--- config.mk ---
export PLATFORM = sky130hd
export DESIGN_NAME = bcc_out_fifo
export DESIGN_NICKNAME = d
export VERILOG_FILES = /design/src/bcc_pkg.sv /design/src/bcc_out_fifo.sv
export SDC_FILE = /design/constraint.sdc
export NUM_CORES = 1
export LEC_CHECK = 0
export ABC_AREA = 0
export ABC_CLOCK_PERIOD_IN_PS = 5950
export BUFFER_PORTS_ARGS = -buffer_cell sky130_fd_sc_hd__clkbuf_2
export CAP_MARGIN = 20
export CORE_ASPECT_RATIO = 0.7
export CORE_UTILIZATION = 50
export CTS_CLUSTER_SIZE = 28
export DETAILED_ROUTE_END_ITERATION = 6
export GPL_TIMING_DRIVEN = 0
export PLACE_DENSITY = 0.77
export SLEW_MARGIN = 20
export SYNTH_ARGS = -nofsm -noshare
export SYNTH_HDL_FRONTEND = slang
export SYNTH_SLANG_ARGS = --single-unit
--- constraint.sdc ---
create_clock -name clk -period 5.95 [get_ports clk]
set_input_delay 0 -clock clk [delete_from_list [all_inputs] [get_ports clk]]
set_output_delay 0 -clock clk [all_outputs]
set_load 0.02 [all_outputs]
--- src/bcc_pkg.sv ---
// shared constants and types for the block compare cache
`timescale 1ns / 1ps

package bcc_pkg;

  localparam int BLOCK_BYTES  = 4096;
  localparam int BYTE_W       = 8;
  localparam int SUM_W        = 32;
  localparam int LEN_W        = 13;
  localparam int SHIFT_PERIOD = 8;
  localparam int SHIFT_W      = $clog2(SHIFT_PERIOD);
  localparam int ADDR_W       = (BLOCK_BYTES > 1) ? $clog2(BLOCK_BYTES) : 1;
  localparam int POS_W        = ($clog2(BLOCK_BYTES + 1) > LEN_W) ?
                                $clog2(BLOCK_BYTES + 1) : LEN_W;
  localparam int FIFO_DEPTH   = 2;
  localparam int FIFO_IDX_W   = $clog2(FIFO_DEPTH);
  localparam int FIFO_CNT_W   = $clog2(FIFO_DEPTH + 1);

  typedef struct packed {
    logic             matched;
    logic [SUM_W-1:0] block_checksum;
    logic [LEN_W-1:0] stored_length;
    logic             too_long;
  } result_t;

endpackage

--- src/bcc_out_fifo.sv ---
// two-entry result buffer between the compare stage and the output channel
`timescale 1ns / 1ps

module bcc_out_fifo (
  input  logic                            clk,
  input  logic                            rst_n,
  input  logic                            push,
  input  bcc_pkg::result_t                push_data,
  input  logic                            pop,
  output logic                            head_valid,
  output bcc_pkg::result_t                head_data,
  output logic [bcc_pkg::FIFO_CNT_W-1:0]  count
);

  bcc_pkg::result_t                 mem_r [bcc_pkg::FIFO_DEPTH];
  logic [bcc_pkg::FIFO_IDX_W-1:0]   wr_ptr_r, rd_ptr_r;
  logic [bcc_pkg::FIFO_CNT_W-1:0]   cnt_r, cnt_nxt;

  always_comb begin
    cnt_nxt = cnt_r;
    if (push && !pop) begin
      cnt_nxt = cnt_r + 1'b1;
    end else if (pop && !push) begin
      cnt_nxt = cnt_r - 1'b1;
    end
  end

  always_ff @(posedge clk) begin
    if (!rst_n) begin
      wr_ptr_r <= '0;
      rd_ptr_r <= '0;
      cnt_r    <= '0;
    end else begin
      if (push) begin
        wr_ptr_r <= wr_ptr_r + 1'b1;
      end
      if (pop) begin
        rd_ptr_r <= rd_ptr_r + 1'b1;
      end
      cnt_r <= cnt_nxt;
    end
  end

  always_ff @(posedge clk) begin
    if (push) begin
      mem_r[wr_ptr_r] <= push_data;
    end
  end

  assign head_valid = (cnt_r != '0);
  assign head_data  = mem_r[rd_ptr_r];
  assign count      = cnt_r;

endmodule

==> metrics.yaml <==
status: "complete, no violations"
syn_inst: 167
drt_iter0_drc: 65
grt_pass1_vias: 2202
synth_nets: 219
chipWidth_um: 104
htree_levels: 3
synth_top_area_share_pct: 78.2
clock_tree.buffer_depth: 2
critPathArrivalTime_ps: 2310
cts_buffers: 9
path_delay_family: "buffers and inverters"
path_class: "reg2reg"
synth.area.top_cells: "edfxtp_1, mux2_2, dfxtp_1"
yosysMostFrequentCell: "edfxtp_1"
worst_pin_slew_ps: 781
drtAntennaViolNets: 0
worst_ep_required_time_ps: 6260
finalHoldViolations: 0
coreArea_um2: 6850
setup_viol: 0
ys_ff_latch: 99
ys_seq_area_share_pct: 80.9
insertion_delay_ps: 350
dr_total_vias: 2041
post-route-period-util_pct: 33.7
syn_area_um2: 3610
avgViaCountPerCell: 4.77
place_hpwl_um: 3980
yosys_most_used_dff: "edfxtp_1"
first_pass_iters: 4
fmaxAchievable_ghz: 0.499
critPathMaxFanout: 25
initial_utilization_pct: 52.7
drv_cap: 0
crit_chain: "nor2b_4 -> buf_12 -> o21a_1 -> dlygate4sd3_1"
dieArea_um2: 7570
timing.slew.headroom_pct: 47.8
fin_skew_ps: 12.3
grt_pass1_wl_um: 10400
nNetsFinal: 381
fill_cells: 437
drt-total-wl_um: 6700
rows: 25
powerDensity_nw_per_um2: 300
utilization_pct: 72.7
drive_gt1_share_pct: 51.2
io_buffers: 100
async_reset_ff_share_pct: 0
p_leak_nw: 1.93
seqCellArea_um2: 2920
placedInstanceArea_um2: 4260
slowest_stage: "nor2b_4"
grt_max_degree: 48
synth_top_cell_by_area: "edfxtp_1"
drv_slew: 0
reg2regPathDepth: 4
syn_avg_cell_area_um2: 21.6
antenna_found_initial: 0
crit_buf_inv: 2
gp_congestion: 0.670
overflow: 0
ctsRootBufferMaster: "clkbuf_8"
crit_cells: 4
clk_pin_slew_ps: 100
syn2layout_area_growth_pct: 37.8
drc: 0
synth_enable_flop_cells: 94
ys_top_cells_by_count: "edfxtp_1, mux2_2, dfxtp_1"
ir_drop_v: 0.000193
multi_input_area_um2: 648
min_path_type: "in2reg"
fp.dieH_um: 73.1
grtUsageTotal_pct: 18.8
cp-end-kind: "flop"
cts_tree: "built"
cts.sinks: 99
holdPathStages: 4
ys_warn_count: 0
finalCriticalPeriod_ps: 2000
fin_area_um2: 4980
io_pins: 101
ys_types: 17
cp_slowest_stage_delay_ps: 630
cp-start-kind: "flop"
antenna_cells: 0
wl_per_cell_um: 15.7
rsz0062_at_grt: "false"
fin_tns_setup_ps: 0
repair_timing:
action                                 CTS  global route
gates resized for setup                  0             0
hold buffers                            50             0
setup endpoints to repair                0             0
setup buffers                            0             0
endpoints found under the hold margin   99             0
flip-flops by register name, summed over array words and instances, names as in the netlist, named ones only:
name / cells
wr_ptr_r: 1
mem_r: 94
count: 2
rd_ptr_r: 1
path summary, 6_finish.rpt:
path	start	slack (ps)	to
worst min register to register	count[1]	580	count[1]
worst min-delay path	push	200	count[1]
worst max register to register	wr_ptr_r	3950	wr_ptr_r
worst max-delay path	wr_ptr_r	3950	wr_ptr_r
cells by family after synthesis:
group	after synthesis	share of synthesized area, %
AOI/OAI and AO/OA	3	0.554
xor gates and xnor gates	3	0.728
adders and majority gates	1	0.346
buffers and inverters	6	1.39
DFF	99	80.9
muxes	47	14.7
and+or+nand+nor	8	1.39
power breakdown:
part	total, W	internal (W)	switching (W)
Clock	0.000460	0.000238	0.000221
Combinational	0.000222	0.000103	0.000119
Sequential	0.000814	0.000803	0.0000108
Total	0.00149	0.00114	0.000350
final cells by class:
cell class,count,area share (%)
flip-flops and latches,99,58.7
multi-input cells,62,13.0
repair buffers,151,20.5
plain buffers,5,0.930
clock inverters,6,1.81
well taps,94,2.36
clock buffers,10,2.56
inverters,1,0.0754
tightest hold or removal path, stage by stage:
cell      delay [ps]
clkbuf_2         130
ha_1             200
or3_1            120
a21boi_1          50
metal layers:
metal | wire length, um | vias up | track usage [%]
li1 | - | 980 | -
met1 | 2810 | 978 | 21.3
met2 | 3420 | 73 | 33.5
met3 | 387 | 10 | 7.32
met4 | 94 | 0 | 5.80
met5 | 0 | - | 0
per-stage QoR:
stage	hold WS, ps	std cells	worst slack [ps]	power [W]
after floorplan	98.9	167	3060	0.000951
after detailed placement	193	362	4370	0.00102
after global placement	189	361	1940	0.00102
final	202	428	3950	0.00149
after global routing	213	428	3830	0.00154
after CTS	175	428	3940	0.00151
layout by cell type (no fill, tap or decap):
cell           synthesis  routed
clkbuf_2               0     100
edfxtp_1              94      94
dlygate4sd3_1          0      50
mux2_2                47      47
clkbuf_8               0       9
dfxtp_1                5       5
buf_6                  3       3
and2_1                 4       3
xor2_1                 2       2
bufinv_16              0       2
buf_4                  1       1
buf_2                  1       1
inv_1                  1       1
or2_2                  1       1
and2_4                 0       1
nor2b_4                0       1
xnor2_1                1       1
nor2b_1                2       1
o21a_1                 1       1
o21ai_0                1       1
or3_1                  1       1
a21boi_1               1       1
ha_1                   1       1
clkinv_4               0       1
clkinvlp_4             0       1
inv_6                  0       1
clkinv_2               0       1
clkbuf_1               0       1
buf_12                 0       1
No activity file was read; power rests on OpenSTA's default activity.
